==> config.mk <==
export PLATFORM = sky130hd
export DESIGN_NAME = fba_engine
export DESIGN_NICKNAME = d
export VERILOG_FILES = /design/src/rtl/core/fba_pkg.sv /design/src/rtl/core/fba_engine.sv
export SDC_FILE = /design/constraint.sdc
export NUM_CORES = 1
export LEC_CHECK = 0
export BUFFER_PORTS_ARGS = -buffer_cell sky130_fd_sc_hd__buf_4
export CORE_ASPECT_RATIO = 1.1
export CORE_MARGIN = 10
export CORE_UTILIZATION = 57
export CTS_BUF_LIST = sky130_fd_sc_hd__clkbuf_4 sky130_fd_sc_hd__clkbuf_8
export DETAILED_ROUTE_END_ITERATION = 8
export GPL_ROUTABILITY_DRIVEN = 0
export PLACE_DENSITY_LB_ADDON = 0.15
export SYNTH_ARGS = -nofsm -noshare
export SYNTH_HDL_FRONTEND = slang
export SYNTH_SLANG_ARGS = --single-unit
==> constraint.sdc <==
create_clock -name clk -period 7.35 [get_ports clk]
set_input_delay 2.205 -clock clk [delete_from_list [all_inputs] [get_ports clk]]
set_output_delay 2.205 -clock clk [all_outputs]
set_load 0.02 [all_outputs]
==> src/rtl/core/fba_pkg.sv <==
// Shared types, constants and codes of the frame bitmap allocator.
`default_nettype none
package fba_pkg;

	localparam int NUM_FRAMES   = 4096;
	localparam int WORD_BITS    = 32;
	localparam int FIELD_FRAMES = 4096;
	localparam int NUM_WORDS    = (NUM_FRAMES + WORD_BITS - 1) / WORD_BITS;
	localparam int SCAN_LIMIT   = (NUM_FRAMES < FIELD_FRAMES) ? NUM_FRAMES : FIELD_FRAMES;
	localparam int WADDR_W      = $clog2(NUM_WORDS);
	localparam int WCNT_W       = WADDR_W + 1;
	localparam int BIT_IDX_W    = $clog2(WORD_BITS);
	localparam int FRAME_W      = 12;
	localparam int FCNT_W       = 13;

	localparam logic [FCNT_W-1:0] FRAME_COUNT_RESET = 13'd4096;

	localparam logic [1:0] ACT_ALLOC_FIRST = 2'd0;
	localparam logic [1:0] ACT_ALLOC_GIVEN = 2'd1;
	localparam logic [1:0] ACT_FREE        = 2'd2;

	localparam logic [1:0] STATUS_DONE    = 2'd0;
	localparam logic [1:0] STATUS_SKIPPED = 2'd1;
	localparam logic [1:0] STATUS_NO_FREE = 2'd2;

	typedef logic [WORD_BITS-1:0] word_t;

	typedef struct packed {
		logic [1:0]         action;
		logic [FRAME_W-1:0] current_frame;
		logic [FRAME_W-1:0] given_frame;
		logic               kernel_page;
		logic               rw_request;
	} req_t;

	typedef struct packed {
		logic [FRAME_W-1:0] new_frame;
		logic               present;
		logic               writable;
		logic               user_page;
		logic [1:0]         status;
	} rsp_t;

	typedef struct packed {
		logic               rd_en;
		logic [WADDR_W-1:0] rd_addr;
		logic               wr_en;
		logic [WADDR_W-1:0] wr_addr;
		word_t              wr_data;
	} mem_req_t;

endpackage
`default_nettype wire

==> src/rtl/core/fba_engine.sv <==
// Allocation sequencer: bitmap scan, read-modify-write and result register.
`default_nettype none
module fba_engine (
	input  wire logic                        clk,
	input  wire logic                        arst_n,
	input  wire logic [fba_pkg::FCNT_W-1:0]  frame_count,
	input  wire logic                        req_valid,
	output logic                             req_stall,
	input  wire fba_pkg::req_t               req,
	output logic                             res_valid,
	input  wire logic                        res_stall,
	output fba_pkg::rsp_t                    res,
	output fba_pkg::mem_req_t                mem_req,
	input  wire fba_pkg::word_t              mem_rd_data
);
	import fba_pkg::*;

	localparam logic [1:0] ST_IDLE = 2'd0;
	localparam logic [1:0] ST_SCAN = 2'd1;
	localparam logic [1:0] ST_WR   = 2'd2;
	localparam logic [1:0] ST_DONE = 2'd3;

	function automatic logic [BIT_IDX_W-1:0] lowest_bit(input word_t w);
		logic [BIT_IDX_W-1:0] idx;
		idx = '0;
		for (int i = WORD_BITS - 1; i >= 0; i--) begin
			if (w[i]) idx = BIT_IDX_W'(i);
		end
		return idx;
	endfunction

	logic [1:0]           state_q;
	req_t                 item_q;
	rsp_t                 res_q;
	logic [WCNT_W-1:0]    words_q;
	logic [BIT_IDX_W-1:0] part_q;
	logic [WCNT_W-1:0]    scan_w_q;
	logic [WADDR_W-1:0]   chk_w_q;
	logic                 chk_v_q;
	logic                 set_q;
	logic [WADDR_W-1:0]   wadr_q;
	logic [BIT_IDX_W-1:0] bidx_q;
	logic                 inrng_q;

	logic                 accept;
	logic                 issue;
	logic [FCNT_W-1:0]    lim;
	logic [FRAME_W-1:0]   rmw_frame;
	logic                 rmw_need;
	logic [WADDR_W-1:0]   rmw_addr;
	logic                 last_word;
	word_t                word_mask;
	word_t                free_w;
	logic                 found;
	logic [BIT_IDX_W-1:0] fidx;
	word_t                wr_bit;

	assign accept    = req_valid && (state_q == ST_IDLE);
	assign req_stall = (state_q != ST_IDLE);
	assign res_valid = (state_q == ST_DONE);
	assign res       = res_q;

	assign lim = (frame_count > FCNT_W'(SCAN_LIMIT)) ? FCNT_W'(SCAN_LIMIT) : frame_count;

	assign rmw_frame = (req.action == ACT_ALLOC_GIVEN) ? req.given_frame : req.current_frame;
	assign rmw_need  = ((req.action == ACT_ALLOC_GIVEN) && (req.current_frame == '0)) ||
	                   ((req.action == ACT_FREE) && (req.current_frame != '0));
	assign rmw_addr  = WADDR_W'(rmw_frame >> BIT_IDX_W);

	assign issue = (state_q == ST_SCAN) && (scan_w_q < words_q);

	// Trim the final partial word to the scan limit
	assign last_word = (WCNT_W'(chk_w_q) == words_q - WCNT_W'(1));
	assign word_mask = (last_word && (part_q != '0)) ?
	                   (word_t'(1) << part_q) - word_t'(1) : '1;
	assign free_w    = ~mem_rd_data & word_mask;
	assign found     = chk_v_q && (free_w != '0);
	assign fidx      = lowest_bit(free_w);
	assign wr_bit    = word_t'(1) << ((state_q == ST_WR) ? bidx_q : fidx);

	always_comb begin
		mem_req         = '0;
		mem_req.rd_en   = (accept && rmw_need) || issue;
		mem_req.rd_addr = accept ? rmw_addr : scan_w_q[WADDR_W-1:0];
		if ((state_q == ST_SCAN) && found) begin
			mem_req.wr_en   = 1'b1;
			mem_req.wr_addr = chk_w_q;
			mem_req.wr_data = mem_rd_data | wr_bit;
		end else if ((state_q == ST_WR) && inrng_q) begin
			mem_req.wr_en   = 1'b1;
			mem_req.wr_addr = wadr_q;
			mem_req.wr_data = set_q ? (mem_rd_data | wr_bit) : (mem_rd_data & ~wr_bit);
		end
	end

	always_ff @(posedge clk or negedge arst_n) begin
		if (!arst_n) begin
			state_q  <= ST_IDLE;
			chk_v_q  <= 1'b0;
			scan_w_q <= '0;
		end else begin
			unique case (state_q)
				ST_IDLE: begin
					if (accept) begin
						scan_w_q <= '0;
						chk_v_q  <= 1'b0;
						if ((req.action == ACT_ALLOC_FIRST) && (req.current_frame == '0)) begin
							state_q <= ST_SCAN;
						end else if (rmw_need) begin
							state_q <= ST_WR;
						end else begin
							state_q <= ST_DONE;
						end
					end
				end
				ST_SCAN: begin
					chk_v_q <= issue;
					if (issue) scan_w_q <= scan_w_q + WCNT_W'(1);
					if (found || !issue) state_q <= ST_DONE;
				end
				ST_WR: begin
					state_q <= ST_DONE;
				end
				ST_DONE: begin
					if (!res_stall) state_q <= ST_IDLE;
				end
				default: state_q <= ST_IDLE;
			endcase
		end
	end

	always_ff @(posedge clk) begin
		if (accept) begin
			item_q  <= req;
			words_q <= WCNT_W'((lim + FCNT_W'(WORD_BITS - 1)) >> BIT_IDX_W);
			part_q  <= lim[BIT_IDX_W-1:0];
			set_q   <= (req.action == ACT_ALLOC_GIVEN);
			wadr_q  <= rmw_addr;
			bidx_q  <= rmw_frame[BIT_IDX_W-1:0];
			inrng_q <= (32'(rmw_frame) < NUM_FRAMES);
			if ((req.action == ACT_ALLOC_GIVEN) && (req.current_frame == '0)) begin
				res_q.new_frame <= req.given_frame;
				res_q.present   <= 1'b1;
				res_q.writable  <= req.rw_request;
				res_q.user_page <= !req.kernel_page;
				res_q.status    <= STATUS_DONE;
			end else if ((req.action == ACT_FREE) && (req.current_frame != '0)) begin
				res_q.new_frame <= '0;
				res_q.present   <= 1'b0;
				res_q.writable  <= 1'b0;
				res_q.user_page <= 1'b0;
				res_q.status    <= STATUS_DONE;
			end else begin
				res_q.new_frame <= req.current_frame;
				res_q.present   <= 1'b0;
				res_q.writable  <= 1'b0;
				res_q.user_page <= 1'b0;
				res_q.status    <= STATUS_SKIPPED;
			end
		end
		if (state_q == ST_SCAN) begin
			chk_w_q <= scan_w_q[WADDR_W-1:0];
			if (found) begin
				res_q.new_frame <= FRAME_W'({chk_w_q, fidx});
				res_q.present   <= 1'b1;
				res_q.writable  <= item_q.rw_request;
				res_q.user_page <= !item_q.kernel_page;
				res_q.status    <= STATUS_DONE;
			end else if (!issue) begin
				res_q.new_frame <= item_q.current_frame;
				res_q.status    <= STATUS_NO_FREE;
			end
		end
	end

endmodule
`default_nettype wire

==> summary.txt, run 1 <==
Status - complete, no violations
Commonest non-fill, non-tap cell in the layout - buf_4
Io pins - 144
Slew Limit Fails - 0
1st-pass router iterations - 8
DIE WIDTH - 120 µm
Clock-pin slew on the worst setup and hold paths - 0.08 ns
Synth warn - 0
Global route overflow - 0
Share of cells above drive strength 1 - 30.1%
Global-route wire length before repair - 34.0 mm
Fmax - 141 MHz
Largest net degree at the start of global routing - 35
Global-route usage over all layers - 27.0%
Register area share after synthesis - 32.5%
Mean Syn Cell Area - 8.59 µm²
Area of the core - 10800 µm²
Antenna diode count - 0
Top_reg_cell synth - edfxtp_1
Synth cell types - 81
EDFF count, synth - 47
Setup TNS - 0 ns
Final nets - 953
Post-synth ARST share - 14.7%
Worst Setup Start Kind - register
Post-Synthesis Cells - 726
Initial Util - 57.7%
Die Footprint - 15500 µm²
WL/cell - 22.4 µm
Clock Skew - 0.00729 ns
Net count after synthesis - 818
ANT nets after route - 0
Crit path max fanout - 11
Clk sink count - 75
Via count of the first global-routing pass - 6645
Clock root buffer - clkbuf_8
Routed wire length - 22.6 mm
Via-per-instance ratio - 6.87
Post-Syn Area - 6230 µm²
RSZ-0062 raised after global routing - no
Commonest cells after routing, fill and taps aside - 172 x buf_4, 89 x nand2_1, 47 x edfxtp_1
Total CTS buffers - 9
Setup violations, final - 0
Initial drt markers - 1293
Chip height - 130 µm
Final period util - 96.4%
Final hold violation count - 0
Worst IR Drop VDD - 0.348 mV
Dpl hpwl - 16.9 mm
Vias - 6964
CP Class - register to output pin
Final core utilization - 72.2%
Fin crit period - 7.08 ns
Yosys reg bits - 75
H-tree depth - 3
DRC errors left - 0
Buffers on Ports - 143
Layout Area Growth over Synthesis - 25.3%
Initial antenna violation count - 0
CP required - 5.14 ns
Hold Path Class - register to register
Max clock buf depth - 2
Worst setup EP type - output pin
Max Cap Viol - 0
Crit path arrival time - 4.88 ns
Static Leak - 3.25 nW
PD cells - 327 nW/µm²
Worst-Margin Slew - 1.19 ns
Number of fill cells - 833
Skew-Pair Late Insertion Delay - 0.36 ns
Rel. slew slack - 20.2%
Rows - 40
CTS tree - built
Hold_buf cts - 0
## kinds of logic (layout without fill, tap and decap cells)
logic type / count (synthesis) / after routing / synth area share, %
AOI/OAI and AO/OA: 245 / 246 / 29.5
xor gates and xnor gates: 20 / 20 / 2.81
adders and majority gates: 15 / 15 / 3.01
buffers and inverters: 79 / 217 / 5.28
DFF: 75 / 75 / 32.5
muxes: 26 / 26 / 4.43
and+or+nand+nor: 266 / 267 / 22.4
## power breakdown
group / internal [mW] / switching, mW / total (mW) / leakage [nW]
clock: 0.176 / 0.157 / 0.333 / 0.106
combinational: 0.567 / 0.970 / 1.54 / 2.42
sequential: 0.579 / 0.103 / 0.682 / 0.723
total: 1.32 / 1.23 / 2.55 / 3.25
## metal layers
metal,vias up,track usage [%],routed length (µm)
li1,3070,-,-
met1,3216,30.7,8140
met2,558,45.0,10600
met3,120,6.91,2460
met4,0,16.6,1420
met5,-,0,0
## timing repair
action                                 in CTS  in global routing
resized for setup                           2                 15
buffers inserted                            0                  6
gates cloned                                0                  2
pin swaps                                   0                  8
setup endpoints to repair                  19                 32
endpoints found under the hold margin       0                  0
## worst max-delay path: stages, from the launching register on
cell and delay, ns:
edfxtp_1 0.47, or3_1 0.52, or4_4 0.46, a211oi_4 0.33, and4_4 0.40, a31oi_1 0.22, nor4_4 0.48, nand4_4 0.19
o31a_1 0.40, buf_4 0.18, a21oi_2 0.21, a41oi_1 0.20, a211oi_1 0.26, buf_4 0.18
## through the flow
| step | instance area, µm² | hold WS, ns | std cells | setup WS (ns) | power (mW) |
|---|---|---|---|---|---|
| 6_report | 7810 | 0.456 | 1013 | 0.265 | 2.55 |
| 2_1_floorplan | 6230 | 0.401 | 726 | 0.744 | 1.59 |
| 5_1_grt | 7810 | 0.473 | 1013 | 0.0254 | 2.68 |
| 3_3_place_gp | 7460 | 0.436 | 989 | 0.229 | 2.11 |
| 4_1_cts | 7670 | 0.454 | 1005 | 0.0362 | 2.48 |
| 3_5_place_dp | 7460 | 0.437 | 989 | 0.167 | 2.15 |
## flip-flops by register name, indices dropped and copies added, names as in the netlist
register and cells:
bidx_q 5, item_q 14, res 17, scan_w_q 8
chk_w_q 7, words_q 8, part_q 5, chk_v_q 1
set_q 1, state_q 2, wadr_q 7
## Yosys cell counts (all sizes together) (3+ instances only)
master,n,share of area (%)
o31ai,3,0.44
nand3b,3,0.36
and2,11,1.1
inv,28,1.7
nor3,23,2.2
dfrtp,11,4.4
mux2i,13,2.1
a21o,17,2.0
a2111oi,3,0.42
or3,5,0.50
ha,15,3.0
a211oi,30,4.4
nor2b,10,1.0
o31a,4,0.56
nand2,89,5.4
nor2,45,2.8
a31o,4,0.56
a41o,3,0.48
a21boi,5,0.60
edfxtp,47,23
o21a,3,0.36
a221o,11,1.8
a41oi,26,3.7
a221oi,7,1.1
o22ai,10,1.0
and3,6,0.60
a31oi,10,1.3
or2,4,0.40
o21bai,3,0.42
nand3,22,1.8
clkbuf,38,2.3
xnor2,14,2.0
dfxtp,17,5.5
buf,13,1.3
o21ai,39,3.3
nand2b,7,0.70
a22oi,12,1.4
nand4,17,1.9
a21oi,38,3.4
mux2,13,2.3
xor2,6,0.84
nor4,14,2.0
o211ai,8,1.0
## final timing paths
| path | startpoint | to | slack [ns] | depth (start not counted) |
|---|---|---|---|---|
| setup / recovery | words_q[2]$_DFFE_PP_ | mem_req[27] | 0.27 | 13 |
| min in group asynchronous | arst_n | state_q[1]$_DFFE_PN0P_ | 1.67 | 1 |
| setup reg to reg | part_q[1]$_DFFE_PP_ | res[13]$_DFF_P_ | 2.77 | 17 |
| hold / removal | item_q[1]$_DFFE_PP_ | res[2]$_DFF_P_ | 0.46 | 1 |
| hold reg to reg | item_q[1]$_DFFE_PP_ | res[2]$_DFF_P_ | 0.46 | 1 |
| max in group asynchronous | arst_n | scan_w_q[1]$_DFFE_PN0P_ | 5.52 | 1 |
## cell type report
type,count,area [µm²],share of cell area (%)
Multi-Input combinational cell,574,3970,50.9
Clock inverter,5,57.6,0.737
Inverter,28,105,1.35
Tap cell,147,184,2.36
Timing Repair Buffer,173,1310,16.8
Clock buffer,11,151,1.94
Sequential cell,75,2030,26.0
Power figures use the tool's default switching activity.
==> run 2: changes to the inputs <==
--- a/config.mk
+++ b/config.mk
@@ -5,6 +5,7 @@
 export SDC_FILE = /design/constraint.sdc
 export NUM_CORES = 1
 export LEC_CHECK = 0
+export ABC_AREA = 1
 export BUFFER_PORTS_ARGS = -buffer_cell sky130_fd_sc_hd__buf_4
 export CORE_ASPECT_RATIO = 1.1
 export CORE_MARGIN = 10
==> run 2 against run 1 <==
Against the previous run:
- total power is 3.4% lower
- synthesized cell count is 34% higher
- clock power is 5% higher
- global-route usage is 2.7 points lower
- cell count is 25% higher
- core utilization is 0.68 points higher
- critical path type is now input port to output pin
- critical endpoint is now mem_req[1]
- highest routed layer unchanged
==> summary.txt, run 2 <==
H-tree depth - 3 (unchanged)
Register area share after synthesis - 31.2% (was 32.5%)
Initial antenna violation count - 0 (unchanged)
Via-per-instance ratio - 5.67 (was 6.87)
Worst setup EP type - output pin (unchanged)
Worst-Margin Slew - 0.796 ns (was 1.19 ns)
Commonest cells after routing, fill and taps aside - 258 x nand2_1, 161 x buf_4, 120 x nor2_1 (was 172 x buf_4, 89 x nand2_1, 47 x edfxtp_1)
Rows - 40 (unchanged)
Leading cell types by count after synthesis - 259 x nand2_1, 127 x nor2_1, 105 x inv_1 (was 89 x nand2_1, 47 x edfxtp_1, 44 x nor2_1)
DIE WIDTH - 122 µm (was 120 µm)
WL/cell - 16.2 µm (was 22.4 µm)
Top cell type's share of synthesized area - 21.7% (was 22.6%)
Die Footprint - 16100 µm² (was 15500 µm²)
Dominant cell type by area after synthesis - edfxtp_1 (unchanged)
Final nets - 1206 (was 953)
Initial drt markers - 1010 (was 1293)
Fmax - 140 MHz (was 141 MHz)
PD cells - 306 nW/µm² (was 327 nW/µm²)
Top_reg_cell synth - edfxtp_1 (unchanged)
Final Power - 2.47 mW (was 2.55 mW)
Crit path max fanout - 7 (was 11)
Final period util - 97.0% (was 96.4%)
Count leader, synth - nand2_1 (unchanged)
Most common cell on crit path - nand2_1 (was buf_4)
Layout Area Growth over Synthesis - 24.1% (was 25.3%)
Setup ws final - 0.222 ns (was 0.265 ns)
Vias - 7177 (was 6964)
Total CTS buffers - 9 (unchanged)
Io pins - 144 (unchanged)
Static Leak - 3.94 nW (was 3.25 nW)
Final core utilization - 72.9% (was 72.2%)
Non-Filler Instances - 1266 (was 1013)
DP Cell Count - 1244 (was 989)
Global-route wire length before repair - 32.4 mm (was 34.0 mm)
Setup TNS - 0 ns (unchanged)
EDFF count, synth - 47 (unchanged)
Switching share of power - 47.9% (was 48.2%)
Initial Util - 58.8% (was 57.7%)
Skew-Pair Late Insertion Delay - 0.36 ns (about the same)
Number of fill cells - 962 (was 833)
Crit path arrival time - 4.92 ns (was 4.88 ns)
Commonest non-fill, non-tap cell in the layout - nand2_1 (was buf_4)
CP required - 5.14 ns (about the same)
Reg power frac - 26.5% (was 26.7%)
Global route overflow - 0 (unchanged)
Final hold violation count - 0 (unchanged)
Int Pwr - 1.28 mW (was 1.32 mW)
Hold_buf cts - 0 (unchanged)
CTS tree - built (unchanged)
Fin crit period - 7.13 ns (was 7.08 ns)
Max clock buf depth - 2 (unchanged)
Worst Setup Start Kind - input port (was register)
Area taken by multi-input logic gates - 3950 µm² (was 3970 µm²)
Clk sink count - 75 (unchanged)
Net count after synthesis - 1067 (was 818)
Max FFs per register - 17 (unchanged)
RSZ-0062 raised after global routing - yes (was no)
Critical path's top delay family - simple AND/OR/NAND/NOR gates (unchanged)
Clock-pin slew on the worst setup and hold paths - 0.07 ns (was 0.08 ns)
Clock root buffer - clkbuf_8 (unchanged)
Clock Skew - 0.0106 ns (was 0.00729 ns)
Net Sw Power - 1.18 mW (was 1.23 mW)
Post-Syn Area - 6500 µm² (was 6230 µm²)
Worst IR Drop VDD - 0.295 mV (was 0.348 mV)
Reg area - 2030 µm² (unchanged)
1st-pass router iterations - 7 (was 8)
Worst path max stage delay - 0.18 ns (was 0.52 ns)
Synth warn - 0 (unchanged)
Yosys reg bits - 75 (unchanged)
Chip height - 132 µm (was 130 µm)
Logic pwr share - 59.4% (was 60.2%)
Global-route usage over all layers - 24.3% (was 27.0%)
Rel. slew slack - 47.0% (was 20.2%)
Share of cells above drive strength 1 - 21.4% (was 30.1%)
Routed wire length - 20.5 mm (was 22.6 mm)
Dominant cells by area after synthesis - edfxtp_1 22%, nand2_1 15%, nor2_1 7.3%, inv_1 6.1%, dfxtp_1 5.2% (was edfxtp_1 23%, dfxtp_1 5.5%, nand2_1 5.4%, dfrtp_1 4.4%, a41oi_1 3.7%)
ANT nets after route - 0 (unchanged)
Slew Limit Fails - 0 (unchanged)
Hold Path Class - register to register (unchanged)
Post-Synthesis Cells - 975 (was 726)
Via count of the first global-routing pass - 6738 (was 6645)
Antenna diode count - 0 (unchanged)
Mean Syn Cell Area - 6.67 µm² (was 8.59 µm²)
Clk pwr share - 14.1% (was 13.1%)
Status - complete, no violations (unchanged)
Max Cap Viol - 0 (unchanged)
Buffers on Ports - 143 (unchanged)
Largest net degree at the start of global routing - 37 (was 35)
Post-synth ARST share - 14.7% (unchanged)
CP Class - input port to output pin (was register to output pin)
CP bufs+invs - 2 (unchanged)
Area of the core - 11100 µm² (was 10800 µm²)
Synth cell types - 54 (was 81)
DRC errors left - 0 (unchanged)
Slowest cell on crit path - buf_4 (was or3_1)
Dpl hpwl - 15.7 mm (was 16.9 mm)
Pre-CTS setup slack - 0.261 ns (was 0.167 ns)
Setup violations, final - 0 (unchanged)
run 2: cell count changes in the layout (fill, tap and decap cells not counted), sizes merged, moves of 32 or more:
cell / previous run / this run
inv: 30 / 114
nand2: 89 / 267
nand3: 22 / 65
nand4: 17 / 61
nor2: 45 / 137
o21ai: 39 / 71
run 2: routing by layer:
metal  GRT usage, %  part of all wire [%]  wire (µm)  vias to the layer above
met5              0                     0          0                        -
met4           9.48                   3.4        699                        0
met3           5.66                   9.5       1950                       46
li1               -                     -          -                     3566
met1           29.4                    39       7970                     3210
met2           40.3                    48       9910                      355
run 2: layout make-up:
| cell class | count | area share [%] |
|---|---|---|
| clock buffers | 10 | 1.71 |
| clock inverters | 6 | 0.977 |
| inverters | 115 | 5.48 |
| multi-input cells | 749 | 49.0 |
| flip-flops and latches | 75 | 25.1 |
| well taps | 147 | 2.28 |
| repair buffers | 164 | 15.4 |
run 2: metrics by stage:
stage / area, µm² / hold slack [ns]
after floorplan: 6500 / 0.435
after global placement: 7690 / 0.463
after detailed placement: 7690 / 0.453
after CTS: 7910 / 0.481
after global routing: 8070 / 0.522
final: 8070 / 0.490
run 2: worst reg2reg max path, stage by stage, from the launching register on:
cell and delay [ns]:
edfxtp_1 0.43, inv_1 0.12, ha_2 0.28, xor2_1 0.16, nand2_1 0.06, nor2_1 0.12, nand2_1 0.06, nor2_1 0.18
nand3_4 0.20, buf_4 0.23, o21ai_0 0.26, inv_1 0.07, nor2_1 0.12, nand3_1 0.08, inv_1 0.07, nand2_1 0.06
nor2_1 0.13, nand2_1 0.09, nand2_1 0.26, inv_1 0.17, nor2_1 0.35, inv_1 0.14, o21ai_0 0.10, a21oi_1 0.11
nand2_1 0.09, o21ai_0 0.08
run 2: cells by family (layout without fill, tap and decap cells):
family | Yosys count | count (layout) | share of synthesized area (%)
buffers and inverters | 152 | 295 | 9.56
flip-flops | 75 | 75 | 31.2
adder cells (fa/ha/maj) | 15 | 15 | 2.89
XOR/XNOR | 14 | 14 | 1.89
AO/OA/AOI/OAI | 158 | 158 | 14.7
multiplexers | 2 | 2 | 0.308
AND/OR/NAND/NOR | 559 | 560 | 39.5
run 2: worst paths after layout:
path                            slack [ns]            startpoint  cells past startpoint                 endpoint
worst max-delay path                  0.22       mem_rd_data[29]                     39               mem_req[1]
worst min-delay path                  0.49   item_q[0]$_DFFE_PP_                      2           res[3]$_DFF_P_
worst max register to register        3.22  words_q[0]$_DFFE_PP_                     25   state_q[0]$_DFFE_PN0P_
worst min register to register        0.49   item_q[0]$_DFFE_PP_                      2           res[3]$_DFF_P_
max in group asynchronous             5.50                arst_n                      1  scan_w_q[4]$_DFFE_PN0P_
min in group asynchronous             1.68                arst_n                      1      chk_v_q$_DFFE_PN0P_
run 2: timing repair:
item	CTS	global route
setup buffers	0	5
setup endpoints to repair	0	32
gates resized for setup	0	27
run 2: power by group through the flow:
| stage | Clock, mW | Sequential [mW] | Combinational (mW) |
|---|---|---|---|
| 3_5_place_dp | 0 | 0.661 | 1.41 |
| 6_report | 0.348 | 0.652 | 1.46 |
| 2_1_floorplan | 0 | 0.692 | 0.903 |
| 4_1_cts | 0.348 | 0.653 | 1.42 |
| 3_3_place_gp | 0 | 0.658 | 1.39 |
| 5_1_grt | 0.364 | 0.665 | 1.62 |
==> run 3: changes to the inputs <==
--- a/config.mk
+++ b/config.mk
@@ -9,7 +9,7 @@
 export BUFFER_PORTS_ARGS = -buffer_cell sky130_fd_sc_hd__buf_4
 export CORE_ASPECT_RATIO = 1.1
 export CORE_MARGIN = 10
-export CORE_UTILIZATION = 57
+export CORE_UTILIZATION = 40
 export CTS_BUF_LIST = sky130_fd_sc_hd__clkbuf_4 sky130_fd_sc_hd__clkbuf_8
 export DETAILED_ROUTE_END_ITERATION = 8
 export GPL_ROUTABILITY_DRIVEN = 0
==> run 3 against run 2 <==
Against the previous run:
- register-to-register slack better by 0.07 ns
- via count decreased by 2.6%
- global-route usage down 5.3 points
- fmax is 0.40% lower
- hold slack worse by 0.0071 ns
- first-iteration DRC count fell by 44%
- sequential share of layout area is 0.33 points lower
- sequential power hardly changed
- clock-buffer cell count stayed put
- clock skew shrank 0.00087 ns
- largest power group unchanged
==> summary.txt, run 3 (synthesis results as in run 2) <==
Buffers on Ports - 143 (unchanged)
Max clock buf depth - 2 (unchanged)
Total CTS buffers - 9 (unchanged)
Hold Path Sink - res[4]$_DFF_P_ (was res[3]$_DFF_P_)
Clk pwr share - 15.0% (was 14.1%)
Die Footprint - 21800 µm² (was 16100 µm²)
WL/cell - 16.5 µm (was 16.2 µm)
Via count of the first global-routing pass - 6708 (was 6738)
Skew-Pair Late Insertion Delay - 0.35 ns (was 0.36 ns)
Setup violations, final - 0 (unchanged)
Reg power frac - 25.9% (was 26.5%)
DRC errors left - 0 (unchanged)
Number of fill cells - 1629 (was 962)
Worst-Margin Slew - 0.832 ns (was 0.796 ns)
Hold wc startpoint - res[4]$_DFF_P_ (was item_q[0]$_DFFE_PP_)
Worst Reg-to-Reg Cells - 29 (was 25)
Status - complete, no violations (unchanged)
Final hold violation count - 0 (unchanged)
Largest net degree at the start of global routing - 44 (was 37)
Worst path max stage delay - 0.18 ns (about the same)
Crit path arrival time - 4.95 ns (was 4.92 ns)
Clock root buffer - clkbuf_8 (unchanged)
1st-pass router iterations - 6 (was 7)
Hold path cells - 2 (unchanged)
Share of cells above drive strength 1 - 21.7% (was 21.4%)
Hold_buf cts - 0 (unchanged)
Pre-CTS setup slack - 0.225 ns (was 0.261 ns)
Critical R2R Capture - state_q[1]$_DFFE_PN0P_ (was state_q[0]$_DFFE_PN0P_)
Fin crit period - 7.16 ns (was 7.13 ns)
Via-per-instance ratio - 5.29 (was 5.67)
Area of the core - 15900 µm² (was 11100 µm²)
Clock-pin slew on the worst setup and hold paths - 0.07 ns (about the same)
Max Cap Viol - 0 (unchanged)
Final nets - 1209 (was 1206)
Logic pwr share - 59.2% (was 59.4%)
CP Class - input port to output pin (unchanged)
H-tree depth - 3 (unchanged)
Worst Setup Start Kind - input port (unchanged)
Rel. slew slack - 44.5% (was 47.0%)
Chip height - 154 µm (was 132 µm)
Global-route usage over all layers - 19.0% (was 24.3%)
Antenna diode count - 0 (unchanged)
RSZ-0062 raised after global routing - yes (unchanged)
Switching share of power - 47.4% (was 47.9%)
CP bufs+invs - 2 (unchanged)
Int Pwr - 1.32 mW (was 1.28 mW)
Critical path's top delay family - simple AND/OR/NAND/NOR gates (unchanged)
Clk sink count - 75 (unchanged)
Worst IR Drop VDD - 0.240 mV (was 0.295 mV)
Reg2reg start - words_q[0]$_DFFE_PP_ (unchanged)
Worst R2R Setup Slack - 3.29 ns (was 3.22 ns)
CP required - 5.14 ns (about the same)
Most common cell on crit path - nand2_1 (unchanged)
Initial drt markers - 570 (was 1010)
Initial antenna violation count - 0 (unchanged)
Commonest non-fill, non-tap cell in the layout - nand2_1 (unchanged)
CTS tree - built (unchanged)
Final period util - 97.4% (was 97.0%)
Dpl hpwl - 17.2 mm (was 15.7 mm)
Net Sw Power - 1.19 mW (was 1.18 mW)
Worst setup EP type - output pin (unchanged)
Rows - 48 (was 40)
Layout Area Growth over Synthesis - 25.7% (was 24.1%)
ANT nets after route - 0 (unchanged)
Slowest cell on crit path - o21bai_1 (was buf_4)
PD cells - 308 nW/µm² (was 306 nW/µm²)
Final core utilization - 51.6% (was 72.9%)
Crit path max fanout - 7 (unchanged)
Commonest cells after routing, fill and taps aside - 258 x nand2_1, 162 x buf_4, 117 x nor2_1 (was 258 x nand2_1, 161 x buf_4, 120 x nor2_1)
Vias - 6991 (was 7177)
Initial Util - 41.0% (was 58.8%)
DIE WIDTH - 142 µm (was 122 µm)
Global route overflow - 0 (unchanged)
Static Leak - 3.97 nW (was 3.94 nW)
Io pins - 144 (unchanged)
Fmax - 140 MHz (about the same)
Hold Path Class - register to register (unchanged)
Setup ws final - 0.194 ns (was 0.222 ns)
Slew Limit Fails - 0 (unchanged)
Routed wire length - 21.9 mm (was 20.5 mm)
Max FFs per register - 17 (unchanged)
Clock Skew - 0.00975 ns (was 0.0106 ns)
Global-route wire length before repair - 34.1 mm (was 32.4 mm)
[run 3: cell types whose count changed in the layout (fill, tap and decap cells not counted), moves of 2 or more]
cell,change
buf_6,+3
inv_2,+2
nor2_1,-3
nor2_2,+2
[run 3: how the worst max path moves through the flow]
stage / cells past startpoint / to / slack [ns] / from
floorplan: 5 / mem_req[40] / 0.49 / req_valid
global placement: 39 / mem_req[1] / 0.22 / mem_rd_data[29]
detailed placement: 39 / mem_req[9] / 0.22 / mem_rd_data[29]
CTS: 39 / mem_req[9] / 0.21 / mem_rd_data[29]
global route: 39 / mem_req[18] / -0.27 / mem_rd_data[29]
finish: 38 / mem_req[15] / 0.19 / mem_rd_data[29]
[run 3: per-stage QoR]
stage	TNS (ns)	area [µm²]	instances	total power [mW]	hold slack, ns
2_1_floorplan	0	6500	975	1.59	0.435
3_3_place_gp	0	7790	1301	2.09	0.471
3_5_place_dp	0	7790	1301	2.10	0.468
4_1_cts	0	8020	1317	2.48	0.490
5_1_grt	-5.82	8180	1322	2.71	0.531
6_report	0	8180	1322	2.52	0.482
[run 3: power groups by stage]
| stage | registers (mW) | clock network [mW] | logic (mW) |
|---|---|---|---|
| detailed placement | 0.662 | 0 | 1.44 |
| finish | 0.651 | 0.376 | 1.49 |
| floorplan | 0.692 | 0 | 0.903 |
| global placement | 0.663 | 0 | 1.43 |
| CTS | 0.655 | 0.380 | 1.45 |
| global route | 0.663 | 0.398 | 1.65 |
[run 3: worst min-delay path: stages (launching register included)]
cell     delay [ns]
dfxtp_1        0.33
nand2_1        0.05
nand3_1        0.07
[run 3: final cells by class]
class	instances	area, µm²	area share, %
clock inverter	6	104	1.27
inverter	115	434	5.31
clock buffer	10	131	1.61
sequential	75	2030	24.8
multi-input combinational	749	3960	48.4
timing repair buffer	167	1270	15.6
tap	200	250	3.06
[run 3: metal layers]
metal / vias to the layer above / track usage [%] / wire [µm]
met1: 3141 / 23.6 / 9440
met5: - / 0 / 0
met2: 248 / 31.4 / 10200
li1: 3564 / - / -
met4: 0 / 7.16 / 708
met3: 38 / 4.07 / 1530
[run 3: what timing repair did]
action,in CTS,in global routing
resized for setup,0,27
setup buffers,0,4
setup endpoints to repair,0,32
